[src/qdd_pkg.sv]
// shared types, register codes and the transition table of the quadrature detent decoder
package qdd_pkg;

  localparam int CFG_INDEX_W = 1;
  localparam int CFG_DATA_W  = 7;
  localparam int OUT_W       = 32;

  localparam logic [CFG_INDEX_W-1:0] REG_STEPS = 1'b0;
  localparam logic [CFG_INDEX_W-1:0] REG_HYST  = 1'b1;

  localparam logic [CFG_DATA_W-1:0] STEPS_RESET = 7'd4;
  localparam logic [CFG_DATA_W-1:0] HYST_RESET  = 7'd0;
  localparam logic [CFG_DATA_W-1:0] STEPS_MIN   = 7'd1;
  localparam logic [CFG_DATA_W-1:0] STEP_LIMIT  = 7'd127;

  localparam logic [1:0] CHANNELS_DETENT = 2'b11;

  // index is {previous channels, current channels}
  localparam logic signed [1:0] MOVE_TABLE [16] = '{
     2'sd0, -2'sd1,  2'sd1,  2'sd0,
     2'sd1,  2'sd0,  2'sd0, -2'sd1,
    -2'sd1,  2'sd0,  2'sd0,  2'sd1,
     2'sd0,  2'sd1, -2'sd1,  2'sd0
  };

  typedef enum logic [1:0] {
    BIAS_NONE = 2'd0,
    BIAS_POS  = 2'd1,
    BIAS_NEG  = 2'd2
  } bias_t;

  typedef enum logic [1:0] {
    ST_IDLE,
    ST_POS,
    ST_NEG,
    ST_DONE
  } back_state_t;

  typedef struct packed {
    logic              restart;
    logic signed [1:0] move;
    logic              detent;
    logic              btn_edge;
    logic              btn_level;
    logic              take_delta;
    logic              take_pressed;
    logic              take_released;
  } cmd_t;

endpackage

[src/qdd_front.sv]
// front end: accepts samples, tracks the last pin levels and classifies each sample
module qdd_front (
  input  logic          clk,
  input  logic          rst,
  input  logic          in_valid,
  output logic          in_ready,
  input  logic          channel_a,
  input  logic          channel_b,
  input  logic          button_level,
  input  logic          restart,
  input  logic          take_delta,
  input  logic          take_pressed,
  input  logic          take_released,
  input  logic          q_full,
  output logic          q_push,
  output qdd_pkg::cmd_t q_cmd
);

  logic [1:0] last_channels;
  logic       last_button_level;
  logic [1:0] chans;
  logic       changed;
  logic       accept;

  assign chans    = {channel_a, channel_b};
  assign changed  = (chans != last_channels);
  assign in_ready = !q_full;
  assign accept   = in_valid && in_ready;
  assign q_push   = accept;

  always_comb begin
    q_cmd.restart       = restart;
    q_cmd.move          = (restart || !changed) ? 2'sd0 : qdd_pkg::MOVE_TABLE[{last_channels, chans}];
    q_cmd.detent        = !restart && changed && (chans == qdd_pkg::CHANNELS_DETENT);
    q_cmd.btn_edge      = !restart && (button_level != last_button_level);
    q_cmd.btn_level     = button_level;
    q_cmd.take_delta    = take_delta;
    q_cmd.take_pressed  = take_pressed;
    q_cmd.take_released = take_released;
  end

  // restart and ordinary samples both leave this sample as the new reference
  always_ff @(posedge clk) begin
    if (rst) begin
      last_channels     <= qdd_pkg::CHANNELS_DETENT;
      last_button_level <= 1'b1;
    end else if (accept) begin
      last_channels     <= chans;
      last_button_level <= button_level;
    end
  end

endmodule

[src/qdd_queue.sv]
// two-entry command queue between the front end and the step engine
module qdd_queue (
  input  logic          clk,
  input  logic          rst,
  input  logic          push,
  input  qdd_pkg::cmd_t push_cmd,
  output logic          full,
  output logic          valid,
  output qdd_pkg::cmd_t pop_cmd,
  input  logic          pop
);

  qdd_pkg::cmd_t entries [2];
  logic          wr_ptr;
  logic          rd_ptr;
  logic [1:0]    count;

  assign full    = (count == 2'd2);
  assign valid   = (count != 2'd0);
  assign pop_cmd = entries[rd_ptr];

  always_ff @(posedge clk) begin
    if (push) begin
      entries[wr_ptr] <= push_cmd;
    end
  end

  always_ff @(posedge clk) begin
    if (rst) begin
      wr_ptr <= 1'b0;
      rd_ptr <= 1'b0;
      count  <= 2'd0;
    end else begin
      if (push) begin
        wr_ptr <= !wr_ptr;
      end
      if (pop) begin
        rd_ptr <= !rd_ptr;
      end
      case ({push, pop})
        2'b10:   count <= count + 2'd1;
        2'b01:   count <= count - 2'd1;
        default: count <= count;
      endcase
    end
  end

endmodule

[src/qdd_back.sv]
// step engine: accumulates movement, converts it to steps one per cycle, keeps counts and events
module qdd_back #(
  parameter int COUNT_WIDTH = 32
) (
  input  logic                                clk,
  input  logic                                rst,
  input  logic                                cfg_write,
  input  logic [qdd_pkg::CFG_INDEX_W-1:0]     cfg_index,
  input  logic [qdd_pkg::CFG_DATA_W-1:0]      cfg_data,
  input  logic                                q_valid,
  input  qdd_pkg::cmd_t                       q_cmd,
  output logic                                q_pop,
  output logic                                out_valid,
  input  logic                                out_ready,
  output logic [COUNT_WIDTH-1:0]              out_position,
  output logic [COUNT_WIDTH-1:0]              out_delta,
  output logic                                out_button_down,
  output logic                                out_press,
  output logic                                out_release
);

  qdd_pkg::back_state_t state, state_next;
  qdd_pkg::bias_t       bias, bias_next;

  logic [qdd_pkg::CFG_DATA_W-1:0] steps;
  logic [qdd_pkg::CFG_DATA_W-1:0] hyst;
  logic [qdd_pkg::CFG_DATA_W-1:0] hyst_max;

  logic signed [7:0]      acc, acc_next;
  logic [COUNT_WIDTH-1:0] pos, pos_next;
  logic [COUNT_WIDTH-1:0] dlt, dlt_next;
  logic                   btn_state, btn_state_next;
  logic                   press, press_next;
  logic                   rel, rel_next;
  logic [2:0]             takes, takes_next;
  logic                   out_load;
  logic                   out_free;

  logic signed [8:0]      sum9;
  logic signed [7:0]      acc_sat;
  logic [8:0]             th;
  logic signed [9:0]      acc_ext;
  logic signed [9:0]      th_ext;
  logic signed [9:0]      acc_sub;
  logic signed [9:0]      acc_add;

  assign out_free = !out_valid || out_ready;
  assign hyst_max = qdd_pkg::STEP_LIMIT - steps;

  // saturating add of the transition value
  assign sum9 = {acc[7], acc} + {{7{q_cmd.move[1]}}, q_cmd.move};
  always_comb begin
    if (sum9 > 9'sd127) begin
      acc_sat = 8'sd127;
    end else if (sum9 < -9'sd128) begin
      acc_sat = -8'sd128;
    end else begin
      acc_sat = sum9[7:0];
    end
  end

  // reversal needs the hysteresis on top of the step threshold
  always_comb begin
    th = {2'b00, steps};
    if ((state == qdd_pkg::ST_POS && bias == qdd_pkg::BIAS_NEG) ||
        (state == qdd_pkg::ST_NEG && bias == qdd_pkg::BIAS_POS)) begin
      th = {2'b00, steps} + {2'b00, hyst};
    end
  end

  assign acc_ext = {{2{acc[7]}}, acc};
  assign th_ext  = {1'b0, th};
  assign acc_sub = acc_ext - th_ext;
  assign acc_add = acc_ext + th_ext;

  always_comb begin
    state_next     = state;
    bias_next      = bias;
    acc_next       = acc;
    pos_next       = pos;
    dlt_next       = dlt;
    btn_state_next = btn_state;
    press_next     = press;
    rel_next       = rel;
    takes_next     = takes;
    q_pop          = 1'b0;
    out_load       = 1'b0;
    unique case (state)
      qdd_pkg::ST_IDLE: begin
        if (q_valid) begin
          q_pop      = 1'b1;
          takes_next = {q_cmd.take_delta, q_cmd.take_pressed, q_cmd.take_released};
          if (q_cmd.restart) begin
            pos_next       = '0;
            dlt_next       = '0;
            press_next     = 1'b0;
            rel_next       = 1'b0;
            acc_next       = 8'sd0;
            bias_next      = qdd_pkg::BIAS_NONE;
            btn_state_next = !q_cmd.btn_level;
            state_next     = qdd_pkg::ST_DONE;
          end else begin
            acc_next = acc_sat;
            if (q_cmd.btn_edge) begin
              btn_state_next = !q_cmd.btn_level;
              if (!q_cmd.btn_level) begin
                press_next = 1'b1;
              end else begin
                rel_next = 1'b1;
              end
            end
            state_next = q_cmd.detent ? qdd_pkg::ST_POS : qdd_pkg::ST_DONE;
          end
        end
      end
      qdd_pkg::ST_POS: begin
        if (acc_ext >= th_ext) begin
          pos_next  = pos + COUNT_WIDTH'(1);
          dlt_next  = dlt + COUNT_WIDTH'(1);
          acc_next  = acc_sub[7:0];
          bias_next = qdd_pkg::BIAS_POS;
        end else begin
          state_next = qdd_pkg::ST_NEG;
        end
      end
      qdd_pkg::ST_NEG: begin
        if (acc_add <= 10'sd0) begin
          pos_next  = pos - COUNT_WIDTH'(1);
          dlt_next  = dlt - COUNT_WIDTH'(1);
          acc_next  = acc_add[7:0];
          bias_next = qdd_pkg::BIAS_NEG;
        end else begin
          state_next = qdd_pkg::ST_DONE;
        end
      end
      qdd_pkg::ST_DONE: begin
        if (out_free) begin
          out_load   = 1'b1;
          state_next = qdd_pkg::ST_IDLE;
          if (takes[2]) begin
            dlt_next = '0;
          end
          if (takes[1]) begin
            press_next = 1'b0;
          end
          if (takes[0]) begin
            rel_next = 1'b0;
          end
        end
      end
      default: state_next = qdd_pkg::ST_IDLE;
    endcase
    // a hysteresis write restarts the accumulation
    if (cfg_write && cfg_index == qdd_pkg::REG_HYST) begin
      acc_next  = 8'sd0;
      bias_next = qdd_pkg::BIAS_NONE;
    end
  end

  always_ff @(posedge clk) begin
    if (rst) begin
      state     <= qdd_pkg::ST_IDLE;
      bias      <= qdd_pkg::BIAS_NONE;
      acc       <= 8'sd0;
      pos       <= '0;
      dlt       <= '0;
      btn_state <= 1'b0;
      press     <= 1'b0;
      rel       <= 1'b0;
      takes     <= 3'b000;
    end else begin
      state     <= state_next;
      bias      <= bias_next;
      acc       <= acc_next;
      pos       <= pos_next;
      dlt       <= dlt_next;
      btn_state <= btn_state_next;
      press     <= press_next;
      rel       <= rel_next;
      takes     <= takes_next;
    end
  end

  always_ff @(posedge clk) begin
    if (rst) begin
      steps <= qdd_pkg::STEPS_RESET;
      hyst  <= qdd_pkg::HYST_RESET;
    end else if (cfg_write) begin
      case (cfg_index)
        qdd_pkg::REG_STEPS: steps <= (cfg_data == '0) ? qdd_pkg::STEPS_MIN : cfg_data;
        qdd_pkg::REG_HYST:  hyst  <= (cfg_data <= hyst_max) ? cfg_data : hyst_max;
        default: ;
      endcase
    end
  end

  // result register, reports counts and events before the takes clear them
  always_ff @(posedge clk) begin
    if (rst) begin
      out_valid <= 1'b0;
    end else if (out_load) begin
      out_valid <= 1'b1;
    end else if (out_ready) begin
      out_valid <= 1'b0;
    end
  end

  always_ff @(posedge clk) begin
    if (out_load) begin
      out_position    <= pos;
      out_delta       <= dlt;
      out_button_down <= btn_state;
      out_press       <= press;
      out_release     <= rel;
    end
  end

endmodule

[src/quadrature_detent_decoder_top.sv]
// top level of the quadrature detent decoder: front end, command queue and step engine
//
// One sample of the encoder channels and the button goes in per transaction and one result
// comes out per transaction. A sample off the detent position goes from ST_IDLE to ST_DONE;
// a detent sample also passes ST_POS and ST_NEG, one step per cycle, as the step engine
// subtracts or adds the threshold (up to 32 steps from a saved-up sum with the default of four
// transitions per step, up to 128 with one). The front end keeps accepting into a two-entry
// queue while the step engine works, until it is full. A finished result waits in its output
// register; the next sample is stepped meanwhile, its result waiting in ST_DONE until that
// one is taken. Counts are COUNT_WIDTH bits wide and wrap, sign-extended or truncated to 32 output bits.
module quadrature_detent_decoder_top #(
  parameter int COUNT_WIDTH = 32
) (
  input  logic                             clk,
  input  logic                             rst,
  input  logic                             cfg_write,
  input  logic [qdd_pkg::CFG_INDEX_W-1:0]  cfg_index,
  input  logic [qdd_pkg::CFG_DATA_W-1:0]   cfg_data,
  input  logic                             in_valid,
  output logic                             in_ready,
  input  logic                             channel_a,
  input  logic                             channel_b,
  input  logic                             button_level,
  input  logic                             restart,
  input  logic                             take_delta,
  input  logic                             take_pressed,
  input  logic                             take_released,
  output logic                             out_valid,
  input  logic                             out_ready,
  output logic signed [qdd_pkg::OUT_W-1:0] position,
  output logic signed [qdd_pkg::OUT_W-1:0] delta,
  output logic                             button_down,
  output logic                             press_event,
  output logic                             release_event
);

  qdd_pkg::cmd_t          push_cmd;
  qdd_pkg::cmd_t          pop_cmd;
  logic                   q_push;
  logic                   q_full;
  logic                   q_valid;
  logic                   q_pop;
  logic [COUNT_WIDTH-1:0] pos_w;
  logic [COUNT_WIDTH-1:0] dlt_w;

  qdd_front u_front (
    .clk           (clk),
    .rst           (rst),
    .in_valid      (in_valid),
    .in_ready      (in_ready),
    .channel_a     (channel_a),
    .channel_b     (channel_b),
    .button_level  (button_level),
    .restart       (restart),
    .take_delta    (take_delta),
    .take_pressed  (take_pressed),
    .take_released (take_released),
    .q_full        (q_full),
    .q_push        (q_push),
    .q_cmd         (push_cmd)
  );

  qdd_queue u_queue (
    .clk      (clk),
    .rst      (rst),
    .push     (q_push),
    .push_cmd (push_cmd),
    .full     (q_full),
    .valid    (q_valid),
    .pop_cmd  (pop_cmd),
    .pop      (q_pop)
  );

  qdd_back #(
    .COUNT_WIDTH (COUNT_WIDTH)
  ) u_back (
    .clk             (clk),
    .rst             (rst),
    .cfg_write       (cfg_write),
    .cfg_index       (cfg_index),
    .cfg_data        (cfg_data),
    .q_valid         (q_valid),
    .q_cmd           (pop_cmd),
    .q_pop           (q_pop),
    .out_valid       (out_valid),
    .out_ready       (out_ready),
    .out_position    (pos_w),
    .out_delta       (dlt_w),
    .out_button_down (button_down),
    .out_press       (press_event),
    .out_release     (release_event)
  );

  generate
    if (COUNT_WIDTH >= qdd_pkg::OUT_W) begin : g_trunc
      assign position = pos_w[qdd_pkg::OUT_W-1:0];
      assign delta    = dlt_w[qdd_pkg::OUT_W-1:0];
    end else begin : g_sext
      assign position = {{(qdd_pkg::OUT_W-COUNT_WIDTH){pos_w[COUNT_WIDTH-1]}}, pos_w};
      assign delta    = {{(qdd_pkg::OUT_W-COUNT_WIDTH){dlt_w[COUNT_WIDTH-1]}}, dlt_w};
    end
  endgenerate

  // the step engine only pops a command that is there
  a_pop_has_entry: assert property (@(posedge clk) disable iff (rst) q_pop |-> q_valid)
    else $error("step engine popped an empty queue");

  // reset leaves an empty queue and no pending result
  a_reset_clean: assert property (@(posedge clk) rst |=> (in_ready && !out_valid && !q_valid))
    else $error("state not clean after reset");

  // a full queue holds off new samples
  a_full_blocks: assert property (@(posedge clk) disable iff (rst) q_full |-> !q_push)
    else $error("sample pushed into a full queue");

endmodule
[config.mk]
export PLATFORM = sky130hd
export DESIGN_NAME = quadrature_detent_decoder_top
export DESIGN_NICKNAME = d
export VERILOG_FILES = /design/src/qdd_pkg.sv /design/src/qdd_front.sv /design/src/qdd_queue.sv /design/src/qdd_back.sv /design/src/quadrature_detent_decoder_top.sv
export SDC_FILE = /design/constraint.sdc
export NUM_CORES = 1
export LEC_CHECK = 0
export BUFFER_PORTS_ARGS = -buffer_cell sky130_fd_sc_hd__buf_2
export CAP_MARGIN = 20
export CORE_MARGIN = 4
export CORE_UTILIZATION = 60
export DETAILED_ROUTE_END_ITERATION = 7
export GPL_TIMING_DRIVEN = 0
export PLACE_DENSITY = 0.85
export SETUP_SLACK_MARGIN = 0.02
export SKIP_LAST_GASP = 1
export SYNTH_ARGS = -nofsm -noshare
export SYNTH_HDL_FRONTEND = slang
export SYNTH_SLANG_ARGS = --single-unit
export TNS_END_PERCENT = 50
[constraint.sdc]
create_clock -name clk -period 7 [get_ports clk]
set_input_delay 0.35 -clock clk [delete_from_list [all_inputs] [get_ports clk]]
set_output_delay 0.35 -clock clk [all_outputs]
set_load 0.02 [all_outputs]
# After elaboration in Yosys (flattened, before gate mapping)

Memory sizes are Yosys's and may differ from the RTL's. A register that Yosys moved wholly into a read port is not among the register bits.
Cells that the tools add are included.

Add/sub/neg operators: 11
Magnitude comparators: 6
Eq/ne operators: 24
Muxes and demuxes: 62
Bitwise gates (word level): 2
Reductions and logical operators: 36

Operators by type and width:

| operator                                                                | count |
|---|---|
| 32-bit two-way mux                                                      | 8 |
| 32-bit case mux with 4 select lines                                     | 1 |
| 32-bit case mux with 3 select lines                                     | 1 |
| 32-bit by 1-bit adder with 32-bit output (second input constant)        | 2 |
| 32-bit by 1-bit subtractor with 32-bit output (second input constant)   | 2 |
| 8-bit two-way mux                                                       | 7 |
| 2-bit two-way mux                                                       | 13 |
| 1-bit two-way mux                                                       | 24 |
| 8-bit case mux with 3 select lines                                      | 1 |
| 6-bit AND reduction                                                     | 3 |
| 7-bit two-way mux                                                       | 2 |
| 2-bit equality test (second input constant)                             | 6 |
| 2-bit != test (second input constant)                                   | 6 |
| 8-bit by 9-bit adder with 10-bit output                                 | 1 |
| 10-bit by 1-bit <= comparator with 1-bit output (second input constant) | 1 |
| 2-bit nonzero test                                                      | 5 |
| 8-bit by 2-bit adder with 9-bit output                                  | 1 |
| 8-bit by 9-bit >= comparator with 1-bit output                          | 1 |
| 9-bit by 8-bit > comparator with 1-bit output (second input constant)   | 1 |
| 9-bit by 8-bit < comparator with 1-bit output (second input constant)   | 1 |
| 7-bit by 7-bit adder with 8-bit output                                  | 1 |
| 2-bit by 1-bit != test with 1-bit output (second input constant)        | 4 |
| 2-bit case mux with 4 select lines                                      | 1 |
| 4-bit AND reduction                                                     | 2 |
| other kinds (26)                                                        | 46 |

Bits in registers: 171
Memory bits (writable): 18
ROM bits: 32
Output and inout bits: 69
Memories: 2

Memory list:

| name            | words | width | rd ports | clocked after memory_dff | wr ports | line            | text |
|---|---|---|---|---|---|---|---|
| (no name shown) | 16    | 2     | 1        | 0                        | 0        | qdd_front.sv:33 | `q_cmd.move = (restart \|\| !changed) ? 2'sd0 : qdd_pkg::MOVE_TABLE[{last_channels, chans}];` |
| u_queue.entries | 2     | 9     | 1        | 1                        | 1        | qdd_queue.sv:13 | `qdd_pkg::cmd_t entries [2];` |

# Logic depth before layout (Yosys ltp)

Gate-level depths: netlist of run 1.

Depth in word-level cells: 8
Mapped depth: 24
Gate-level depth less buffers: 20

# Cells and area by module

A second synthesis of run 1 with hierarchy kept.

Cells, all modules: 1,276
Area total of the unflattened synthesis: 11,876.4 sq um

Modules (own cells, without submodules):

| module    | instances | cells an instance | area an instance (sq um) | seq. area each (sq um) |
|---|---|---|---|---|
| qdd_back  | 1         | 1,190             | 10,686.5                 | 3,953.8 |
| qdd_queue | 1         | 50                | 854.6                    | 640.6 |
| qdd_front | 1         | 36                | 335.3                    | 60.1 |

# Worst setup path after synthesis of run 1

OpenSTA, ideal clock, no wires.

Path type: register -> register
Start point: register u_back.state[0]
End point: register u_back.pos[30]
Setup time: 0.122 ns
Data arrival time: 5.807 ns
Data required time: 6.878 ns
Slack: 1.071 ns
Cell stages (with the launch flop): 24
Buffers on the path: 4
Clock period less this slack: 5.929 ns
Path through: dfxtp_1 inv_1 ha_1 clkbuf_1 nand3b_1 o21ai_1 clkbuf_1 nand2_1 o21ai_0 ha_1 inv_1 fa_1 nor2b_4 o211ai_1 a211o_1 o311ai_1 nor3b_2 a221o_2 and3_1 buf_4 and2_1 buf_2 o2111a_1 a311o_1

Longest elaborated chain between the ends: 8

Ends and longest elaborated chain:

| item                                                                                         | line                                           | text |
|---|---|---|
| start: declaration                                                                           | qdd_back.sv:22                                 | `qdd_pkg::back_state_t state, state_next;` |
| start signal: assignment                                                                     | qdd_back.sv:162                                | `state <= qdd_pkg::ST_IDLE;` |
| start signal: assignment                                                                     | qdd_back.sv:172                                | `state <= state_next;` |
| 2-bit by 1-bit equality test with 1-bit output / 2-bit equality test (equally long branches) | qdd_back.sv:65, qdd_back.sv:88, qdd_back.sv:66 |  |
| 1-bit logical AND (on tied branches)                                                         | qdd_back.sv:65, qdd_back.sv:66                 |  |
| 1-bit logical OR                                                                             | qdd_back.sv:65                                 | `if ((state == qdd_pkg::ST_POS && bias == qdd_pkg::BIAS_NEG) \|\|` |
| 8-bit two-way mux                                                                            | qdd_back.sv:65                                 |  |
| 8-bit by 9-bit adder with 10-bit output                                                      | qdd_back.sv:74                                 | `assign acc_add = acc_ext + th_ext;` |
| 10-bit by 1-bit <= comparator with 1-bit output                                              | qdd_back.sv:127                                | `if (acc_add <= 10'sd0) begin` |
| 2-bit != test (no line)                                                                      | --                                             |  |
| 5-bit AND reduction (no line)                                                                | --                                             |  |
| end signal: assignment                                                                       | qdd_back.sv:175                                | `pos <= pos_next;` |
| end: declaration                                                                             | qdd_back.sv:30                                 | `logic [COUNT_WIDTH-1:0] pos, pos_next;` |

Several ways; a longest one is shown, not always the timed one.
A chain may end at the register's enable or synchronous reset.

# Worst setup path after layout of run 1

Start point: register u_back.state[0]
End point: register u_back.dlt[10]

Longest elaborated chain between the ends: 8

Ends and longest elaborated chain:

| item                                                                                         | line                                           | text |
|---|---|---|
| 2-bit by 1-bit equality test with 1-bit output / 2-bit equality test (equally long branches) | qdd_back.sv:65, qdd_back.sv:88, qdd_back.sv:66 |  |
| 1-bit logical AND (on tied branches)                                                         | qdd_back.sv:65, qdd_back.sv:66                 |  |
| 1-bit logical OR                                                                             | qdd_back.sv:65                                 |  |
| 8-bit two-way mux                                                                            | qdd_back.sv:65                                 |  |
| 8-bit by 9-bit adder with 10-bit output                                                      | qdd_back.sv:74                                 |  |
| 10-bit by 1-bit <= comparator with 1-bit output                                              | qdd_back.sv:127                                |  |
| 2-bit != test (no line)                                                                      | --                                             |  |
| 6-bit AND reduction (no line)                                                                | --                                             |  |
| end signal: assignment                                                                       | qdd_back.sv:176                                | `dlt <= dlt_next;` |
| end: declaration                                                                             | qdd_back.sv:31                                 | `logic [COUNT_WIDTH-1:0] dlt, dlt_next;` |

Several ways; a longest one is shown, not always the timed one.

==> flow_summary.json, run 1 <==
{
  "status": "complete, no violations",
  "synthCells": 1225,
  "crit_arrival_ns": 6.41,
  "syn_to_final_growth_pct": 11.9,
  "clk_path_buf_depth": 2,
  "final-seq-area_um2": 4650,
  "detail-route-antenna-nets": 0,
  "switching_power_mw": 1.86,
  "synth_fp_nets": 1361,
  "tns_ns": 0,
  "worst_pin_slew_ns": 0.996,
  "drcViolationCount": 0,
  "crit_type": "flip-flop to flip-flop",
  "fillers": 1457,
  "total_power_mw": 4.39,
  "synth_cell_types": 79,
  "slew_headroom": 0.327,
  "n_antenna_cell": 0,
  "worstPathMaxFanout": 64,
  "p_per_area_nw_per_um2": 342,
  "grt_overflow": 0,
  "start_util": 0.610,
  "cts_hold_buf": 0,
  "avgRoutedWirePerCell_um": 16.8,
  "finalCritPeriodShare": 0.864,
  "grt_first_pass_wirelength_um": 44400,
  "drv_slew": 0,
  "synth_edf_count": 85,
  "grt_max_degree": 65,
  "antenna_found_initial": 0,
  "hold_viol": 0,
  "nets": 1469,
  "globalRouteTotalUtil": 0.249,
  "p_leak_nw": 5.39,
  "drt_iter0_markers": 712,
  "irDropWorstVdd_mv": 0.207,
  "die_area_um2": 21400,
  "place.gp.congestion": 0.940,
  "post-cts-setup-buffers": 0,
  "die_w_um": 146,
  "synth_area_leaders": "edfxtp_1 22%, dfxtp_1 18%, ha_1 12%, a21oi_1 5.8%, nand2_1 4.3%",
  "drive_gt1_frac": 0.107,
  "skew_ns": 0.00865,
  "endpoint_kind": "flip-flop",
  "hold_depth": 1,
  "swShare": 0.424,
  "clock_sinks": 190,
  "combPwrFrac": 0.455,
  "cts_tree": "yes",
  "worstHoldPathType": "input port to flip-flop",
  "clk_pin_slew_ns": 0.07,
  "synth-main-ff-cell": "dfxtp_1",
  "fin_crit_ns": 6.05,
  "syn_avg_cell_area_um2": 9.35,
  "multi_input_area_um2": 6430,
  "numCtsBuffers": 17,
  "syn_area_um2": 11500,
  "synth_most_common_cell": "a21oi_1",
  "htreeDepth": 4,
  "synth_largest_area_cell": "edfxtp_1",
  "cts-resized-gates": 0,
  "yosysWarningCount": 0,
  "numPortBuffers": 87,
  "synthArstFlopShare": 0,
  "p_clk_frac": 0.213,
  "pin_count": 89,
  "dr.pass1.iters": 8,
  "crit_required_ns": 7.36,
  "dp_hpwl_um": 19200,
  "rows": 50,
  "whs_ns": 0.102,
  "clk_latency_ns": 0.44,
  "drt-total-wl_um": 26600,
  "fp.coreArea_um2": 18800,
  "maxCapViolations": 0,
  "critPathLaunchType": "flip-flop",
  "ys_seq_area_frac": 0.406,
  "p_int_mw": 2.53,
  "fmaxAchievable_ghz": 0.165,
  "setup_viol": 0,
  "ctsRootBufferMaster": "clkbuf_16",
  "die_y_um": 146,
  "grt_pass1_vias": 9220,
  "ys_ff_latch": 190,
  "vias": 9572,
  "synth_top_area_frac": 0.223,
  "r2r_cells": 22,
  "power_frac_seq": 0.332,
  "synth_top_cells_by_count": "132 x a21oi_1, 131 x nand2_1, 110 x ha_1",
  "viasPerCell": 6.06,
  "rsz0062_at_grt": "no"
}
critical path, stage by stage (launching register included):
cell and delay [ns]:
dfxtp_1 0.35, inv_1 0.14, ha_4 0.74, clkbuf_1 0.46, nand3b_1 0.12, o21ai_1 0.30, clkbuf_1 0.36, nand2_1 0.08
o21ai_0 0.14, ha_1 0.26, inv_1 0.06, fa_1 0.43, nor2b_4 0.14, o21a_1 0.14, o21ai_0 0.13, a2111oi_2 0.35
nor3b_2 0.26, a221o_2 0.21, nand2_1 0.05, nor2_1 0.35, clkbuf_1 0.51, nand3_1 0.16, a21oi_1 0.21
power groups by stage:
stage	combinational (mW)	clock, mW	sequential (mW)
floorplan	1.42	0	1.49
global placement	1.88	0	1.48
detailed placement	1.95	0	1.48
CTS	1.97	0.944	1.45
global route	2.20	0.997	1.47
finish	2.00	0.936	1.46
final cells by class:
type	instances	area share
buffer	44	0.0149
clock inverter	13	0.0103
sequential	190	0.363
inverter	53	0.0155
timing repair buffer	89	0.0377
multi-input combinational	938	0.502
tap	234	0.0228
clock buffer	19	0.0338
per-stage QoR:
| step | util | setup slack [ns] | std cells | area, µm² |
|---|---|---|---|---|
| 2_1_floorplan | - | 1.07 | 1225 | 11500 |
| 3_3_place_gp | 0.649 | -0.249 | 1546 | 12200 |
| 3_5_place_dp | 0.653 | 1.05 | 1548 | 12300 |
| 4_1_cts | 0.683 | 1.02 | 1580 | 12800 |
| 5_1_grt | 0.683 | 0.550 | 1580 | 12800 |
| 6_report | 0.683 | 0.951 | 1580 | 12800 |
cells in the final DEF (no fill, tap or decap), drive strengths merged, types with 14 or more instances in the layout:
master,count
a21oi,133
buf,101
edfxtp,85
o21a,16
ha,110
xnor2,53
nor3,16
clkbuf,51
xor2,26
nor2b,14
nand3,58
mux2i,20
nor2,85
a21o,31
dfxtp,105
o21ai,61
nand2,132
inv,56
state kept, by name, indices dropped and copies added, names as in the netlist, 2 cells and up, named ones only:
signal                 flops
u_back.state               2
u_back.out_delta          32
u_back.out_position       32
u_back.steps               7
u_queue.entries           18
u_back.hyst                7
u_back.dlt                32
u_back.pos                32
u_back.acc                 8
u_queue.count              2
u_front.last_channels      2
u_back.bias                2
u_back.takes               3
cells by family (layout without fill, tap and decap cells):
kind of cell / Yosys count / in the layout / synth area share
simple gates: 366 / 366 / 0.149
compound gates: 353 / 353 / 0.197
flops: 190 / 190 / 0.406
fa+ha+maj: 116 / 116 / 0.131
buf+inv: 97 / 218 / 0.0341
xor+xnor: 79 / 79 / 0.0604
mux: 24 / 24 / 0.0224
path summary, 6_finish.rpt:
kind	to	startpoint	slack (ns)
worst min-delay path	u_queue.entries[0][2]	take_delta	0.10
worst max-delay path	u_back.dlt[10]	u_back.state[0]	0.95
worst max register to register	u_back.dlt[10]	u_back.state[0]	0.95
worst min register to register	u_back.out_press	u_back.press	0.46
per-layer routing:
metal  vias to the layer above  share of wire  GRT usage
met3                        63          0.058     0.0438
li1                       4696              -          -
met4                         0          0.023     0.0856
met1                      4467           0.44      0.327
met2                       346           0.48      0.417
met5                         -              0          0
Power figures use the tool's default switching activity.
==> inputs of run 2 (changes only) <==
- CORE_UTILIZATION: 60 -> 40
- PLACE_DENSITY: 0.85 -> 0.62
- SYNTH_HIERARCHICAL: default -> 1
==> run 2 against run 1 <==
Clock power increased by 8%. Wire length up 5.3%. Cell count is 13% higher. Critical endpoint is now u_back/pos[30].
==> flow_summary.json, run 2 <==
{
  "synth_most_common_cell": "a21oi_1",
  "grt_first_pass_wirelength_um": 46400,
  "die_y_um": 180,
  "pre_cts_ws_ns": 1.42,
  "p_leak_nw": 5.55,
  "drt_iter0_markers": 583,
  "clk_path_buf_depth": 2,
  "worstPathMaxFanout": 67,
  "dp_hpwl_um": 20900,
  "syn_area_um2": 11900,
  "synth_top_cells_by_count": "148 x a21oi_1, 118 x nand2_1, 110 x ha_1",
  "ys_seq_area_frac": 0.392,
  "detail-route-antenna-nets": 0,
  "hold_depth": 1,
  "maxCapViolations": 0,
  "synth_area_leaders": "edfxtp_1 21%, dfxtp_1 18%, ha_1 12%, a21oi_1 6.2%, xnor2_1 3.8%",
  "grt_pass1_vias": 9303,
  "numPortBuffers": 85,
  "syn_to_final_growth_pct": 13.3,
  "worst_pin_slew_ns": 0.890,
  "fin_crit_ns": 5.62,
  "slew_headroom": 0.407,
  "fp.coreArea_um2": 29000,
  "n_antenna_cell": 0,
  "rr_startpoint": "u_back/state[0]",
  "ys_ff_latch": 190,
  "drt-total-wl_um": 28000,
  "cts_tree": "yes",
  "syn_avg_cell_area_um2": 9.31,
  "rows": 62,
  "p_per_area_nw_per_um2": 374,
  "synthArstFlopShare": 0,
  "total_power_mw": 5.04,
  "avgRoutedWirePerCell_um": 15.7,
  "cts-resized-gates": 0,
  "clk_pin_slew_ns": 0.09,
  "endpoint_kind": "flip-flop",
  "worstHoldPathType": "input port to flip-flop",
  "reg2reg_slack_ns": 1.38,
  "layout_common_cells": "148 x a21oi_1, 118 x nand2_1, 109 x ha_1",
  "skew_ns": 0.0198,
  "synth_largest_area_cell": "edfxtp_1",
  "numCtsBuffers": 17,
  "antenna_found_initial": 0,
  "grt_max_degree": 68,
  "drv_slew": 0,
  "hold_viol": 0,
  "clk_latency_ns": 0.45,
  "drcViolationCount": 0,
  "r2r_cells": 20,
  "drive_gt1_frac": 0.121,
  "crit-reg2reg-capture": "u_back/pos[30]",
  "final_common_cell": "a21oi_1",
  "status": "complete, no violations",
  "hold_path_end": "u_queue/entries[1][2]",
  "worstHoldStart": "take_delta",
  "synth_fp_nets": 1412,
  "synth_edf_count": 85,
  "viasPerCell": 5.43,
  "synth_top_area_frac": 0.215,
  "dr.pass1.iters": 6,
  "grt_overflow": 0,
  "synthCells": 1276,
  "synth_cell_types": 80,
  "crit_type": "flip-flop to flip-flop",
  "clock_sinks": 190,
  "synth-main-ff-cell": "dfxtp_1",
  "place.gp.congestion": 0.893,
  "post-cts-setup-buffers": 0,
  "fmaxAchievable_ghz": 0.178,
  "pin_count": 89,
  "die_w_um": 180,
  "crit_required_ns": 7.34,
  "cts_hold_buf": 0,
  "critPathLaunchType": "flip-flop",
  "die_area_um2": 32500,
  "ctsRootBufferMaster": "clkbuf_16",
  "start_util": 0.409,
  "nets": 1518,
  "irDropWorstVdd_mv": 0.186,
  "htreeDepth": 4,
  "rsz0062_at_grt": "no",
  "crit_arrival_ns": 5.97,
  "globalRouteTotalUtil": 0.171,
  "fin_util": 0.464,
  "vias": 9664,
  "yosysWarningCount": 6,
  "tns_ns": 0,
  "finalCritPeriodShare": 0.803,
  "layout_setup_ws_ns": 1.38,
  "setup_viol": 0
}
==> run 2: cell count changes in the layout (fill, tap and decap cells not counted), moves of 7 or more <==
cell	change
xor2_1	-11
inv_1	+19
clkbuf_1	-7
mux2_2	+8
nand2_1	-13
a21oi_1	+16
a31o_2	+7
o21a_1	+7
mux2i_1	-9
nor2_1	-14
o21bai_1	+7
==> run 2: final cells by class <==
class | count | area [µm²]
fill | 2813 | 15600
sequential | 190 | 4650
buffer | 46 | 215
inverter | 72 | 270
tap | 384 | 480
multi-input combinational | 968 | 6760
timing repair buffer | 87 | 473
clock buffer | 17 | 425
clock inverter | 15 | 186
==> run 2: cells by family after synthesis <==
| group | synth area share |
|---|---|
| AOI/OAI and AO/OA | 0.219 |
| xor gates and xnor gates | 0.0514 |
| adders and majority gates | 0.126 |
| buffers and inverters | 0.0409 |
| DFF | 0.392 |
| muxes | 0.0216 |
| and+or+nand+nor | 0.150 |
==> run 2: worst max-delay path by stage <==
stage                     slack, ns       startpoint        endpoint  cells after the start
after detailed placement       1.42  u_back/state[0]  u_back/pos[30]                     20
after global placement         0.03  u_back/state[0]  u_back/pos[30]                     20
after global routing           0.86  u_back/state[0]  u_back/pos[21]                     21
after CTS                      1.40  u_back/state[0]  u_back/pos[30]                     20
after floorplan                1.62  u_back/state[0]  u_back/pos[30]                     20
final                          1.38  u_back/state[0]  u_back/pos[30]                     20
==> run 2: report_power, final <==
group          internal, mW  total (mW)  switching, mW
Combinational         0.919        2.52           1.60
Clock                 0.517        1.01          0.494
Sequential             1.37        1.51          0.136
Total                  2.81        5.04           2.23
==> run 2: routing by layer <==
layer	global-route usage	share of wire	routed length, µm	up-vias
li1	-	-	-	4923
met1	0.224	0.47	13200	4544
met2	0.289	0.47	13200	169
met3	0.0321	0.039	1080	28
met4	0.0463	0.018	492	0
met5	0	0	0	-
==> run 2: per-stage QoR <==
step | std cells | hold WS [ns] | area (µm²)
finish | 1779 | 0.0810 | 13500
global placement | 1745 | 0.445 | 12800
global route | 1779 | 0.0612 | 13500
detailed placement | 1747 | 0.448 | 12800
CTS | 1779 | 0.0592 | 13500
floorplan | 1276 | 0.408 | 11900
==> run 2: worst max-delay path, stage by stage (launching register included) <==
cell and delay [ns]:
dfxtp_1 0.35, inv_1 0.13, ha_4 0.74, nand3b_1 0.13, o21ai_1 0.27, clkbuf_1 0.32
nand2_1 0.09, o21ai_0 0.13, ha_1 0.27, inv_1 0.07, fa_1 0.41, nor2b_1 0.18
o31a_1 0.22, a21oi_1 0.08, nor3_1 0.35, o2111ai_1 0.27, a221oi_4 0.50, and2_1 0.29
buf_2 0.27, nor3b_1 0.08, a311o_1 0.33
==> inputs of run 3 (changes only) <==
- ABC_AREA: default -> 1
- PLACE_DENSITY: 0.62 -> 0.61
- clock period: 7 -> 5.75 ns (I/O delays scaled with it)
==> run 3 against run 2 <==
Synthesized cell count up 68%. Hold slack got worse by 0.0037 ns. Sequential share of layout area down 5.7 points. Largest cell class unchanged. Cell count is 53% higher.
==> flow_summary.json, run 3 <==
{
  "p_leak_nw": 7.96,
  "finalCritPeriodShare": 0.913,
  "critPathLaunchType": "flip-flop",
  "drt_iter0_markers": 866,
  "vias": 13700,
  "pin_count": 89,
  "clk_latency_ns": 0.46,
  "p_per_area_nw_per_um2": 434,
  "clock_sinks": 190,
  "die_w_um": 198,
  "cts_tree": "yes",
  "numCtsBuffers": 17,
  "slew_headroom": 0.490,
  "worst_pin_slew_ns": 0.763,
  "switching_power_mw": 3.41,
  "globalRouteTotalUtil": 0.206,
  "worstHoldPathType": "input port to flip-flop",
  "worstPathMaxFanout": 39,
  "ctsRootBufferMaster": "clkbuf_16",
  "synth_fp_nets": 2274,
  "dp_cells": 2687,
  "layout_common_cells": "701 x nand2_1, 322 x inv_1, 214 x nor2_1",
  "drv_slew": 0,
  "die_area_um2": 39100,
  "detail-route-antenna-nets": 0,
  "syn_to_final_growth_pct": 12.1,
  "synth_top_area_frac": 0.183,
  "numPortBuffers": 85,
  "status": "complete, no violations",
  "maxCapViolations": 0,
  "synth_largest_area_cell": "nand2_1",
  "grt_overflow": 0,
  "power_frac_seq": 0.262,
  "skew_ns": 0.0140,
  "combPwrFrac": 0.559,
  "ys_seq_area_frac": 0.323,
  "grt_first_pass_wirelength_um": 65400,
  "total_power_mw": 7.00,
  "dr.pass1.iters": 6,
  "hold_viol": 0,
  "synthCells": 2138,
  "rsz0062_at_grt": "no",
  "p_clk_frac": 0.179,
  "avgRoutedWirePerCell_um": 14.8,
  "die_y_um": 198,
  "fin_crit_ns": 5.25,
  "syn_avg_cell_area_um2": 6.73,
  "crit_required_ns": 6.07,
  "nets": 2384,
  "syn_area_um2": 14400,
  "crit_type": "flip-flop to flip-flop",
  "crit_arrival_ns": 5.57,
  "synth_most_common_cell": "nand2_1",
  "setup_viol": 0,
  "drive_gt1_frac": 0.0818,
  "final_common_cell": "nand2_1",
  "rows": 69,
  "antenna_found_initial": 0,
  "htreeDepth": 4,
  "synth_top_cells_by_count": "701 x nand2_1, 322 x inv_1, 214 x nor2_1",
  "fmaxAchievable_ghz": 0.190,
  "slowest_delay_ns": 0.52,
  "place.gp.congestion": 0.958,
  "viasPerCell": 5.04,
  "clk_pin_slew_ns": 0.07,
  "ys_ff_latch": 190,
  "grt_pass1_vias": 13100,
  "synth_edf_count": 85,
  "irDropWorstVdd_mv": 0.265,
  "start_util": 0.405,
  "dp_hpwl_um": 32200,
  "n_antenna_cell": 0,
  "endpoint_kind": "flip-flop",
  "drcViolationCount": 0,
  "drt-total-wl_um": 40200,
  "synth_cell_types": 47,
  "grt_max_degree": 40,
  "synth-main-ff-cell": "dfxtp_1",
  "swShare": 0.487,
  "path_common_cell": "nand2_1",
  "synth_area_leaders": "nand2_1 18%, edfxtp_1 18%, dfxtp_1 15%, ha_1 9.6%, inv_1 8.4%",
  "synthArstFlopShare": 0,
  "fp.coreArea_um2": 35600,
  "slowest_stage": "ha_4",
  "p_int_mw": 3.59,
  "instances_no_fill": 2722,
  "yosysWarningCount": 6,
  "clk_path_buf_depth": 2
}
[run 3: changes by cell type after synthesis, sizes merged, moves of 22 or more]
cell,change
a21o,-29
inv,+253
nand2,+587
nand3,+43
nand4,+86
nor2,+146
o21a,-22
[run 3: power groups by stage]
stage	registers, mW	logic (mW)	clock network (mW)
finish	1.83	3.92	1.25
global route	1.86	4.41	1.34
CTS	1.83	3.89	1.29
detailed placement	1.86	3.86	0
global placement	1.87	3.80	0
floorplan	1.86	2.81	0
[run 3: repair_timing]
action | CTS | global route
hold endpoints to repair | 6 | 0
setup endpoints to repair | 0 | 74
buffers inserted | 0 | 0
gates resized for setup | 0 | 1
hold buffers | 3 | 0
[run 3: stage by stage]
| stage | worst slack [ns] | instance area (µm²) | utilization | hold WS [ns] | setup TNS [ns] |
|---|---|---|---|---|---|
| 2_1_floorplan | 0.823 | 14400 | - | 0.360 | 0 |
| 3_3_place_gp | -1.07 | 15400 | 0.433 | 0.417 | -111.93 |
| 3_5_place_dp | 0.243 | 15500 | 0.435 | 0.417 | 0 |
| 4_1_cts | 0.213 | 16100 | 0.453 | 0.0509 | 0 |
| 5_1_grt | 0.0426 | 16100 | 0.454 | 0.0840 | 0 |
| 6_report | 0.499 | 16100 | 0.454 | 0.0773 | 0 |
[run 3: area by class of cell]
cell class / count / area [µm²]
Buffer: 59 / 332
Fill cell: 3703 / 19400
Sequential cell: 190 / 4650
Inverter: 326 / 1240
Multi-Input combinational cell: 1563 / 8190
Timing Repair Buffer: 91 / 523
Tap cell: 461 / 577
Clock buffer: 17 / 425
Clock inverter: 15 / 198
[run 3: final timing paths]
path / startpoint / to / slack, ns / cells past startpoint
hold reg to reg: u_back/rel / u_back/out_release / 0.44 / 0
setup reg to reg: u_back/state[0] / u_back/pos[1] / 0.50 / 27
hold / removal: button_level / u_front/last_button_level / 0.08 / 3
setup / recovery: u_back/state[0] / u_back/pos[1] / 0.50 / 27
[run 3: per-layer routing]
metal	share of wire	track usage
met1	0.47	0.280
met4	0.020	0.0561
met5	0	0
met3	0.044	0.0309
met2	0.46	0.345
[run 3: worst max-delay path, delay by kind of cell (launching register included)]
family / cells / cell delay [ns]
fa+ha+maj: 3 / 1.24
compound gates: 3 / 0.40
buf+inv: 9 / 1.86
simple gates: 12 / 1.27
flops: 1 / 0.34
[run 3: logic make-up (layout without fill, tap and decap cells)]
logic type,count (synthesis),after routing,synth area share
and+or+nand+nor,1161,1161,0.337
DFF,190,190,0.323
xor gates and xnor gates,43,43,0.0262
adders and majority gates,116,116,0.104
muxes,10,10,0.0101
AOI/OAI and AO/OA,233,233,0.0900
buffers and inverters,385,508,0.109
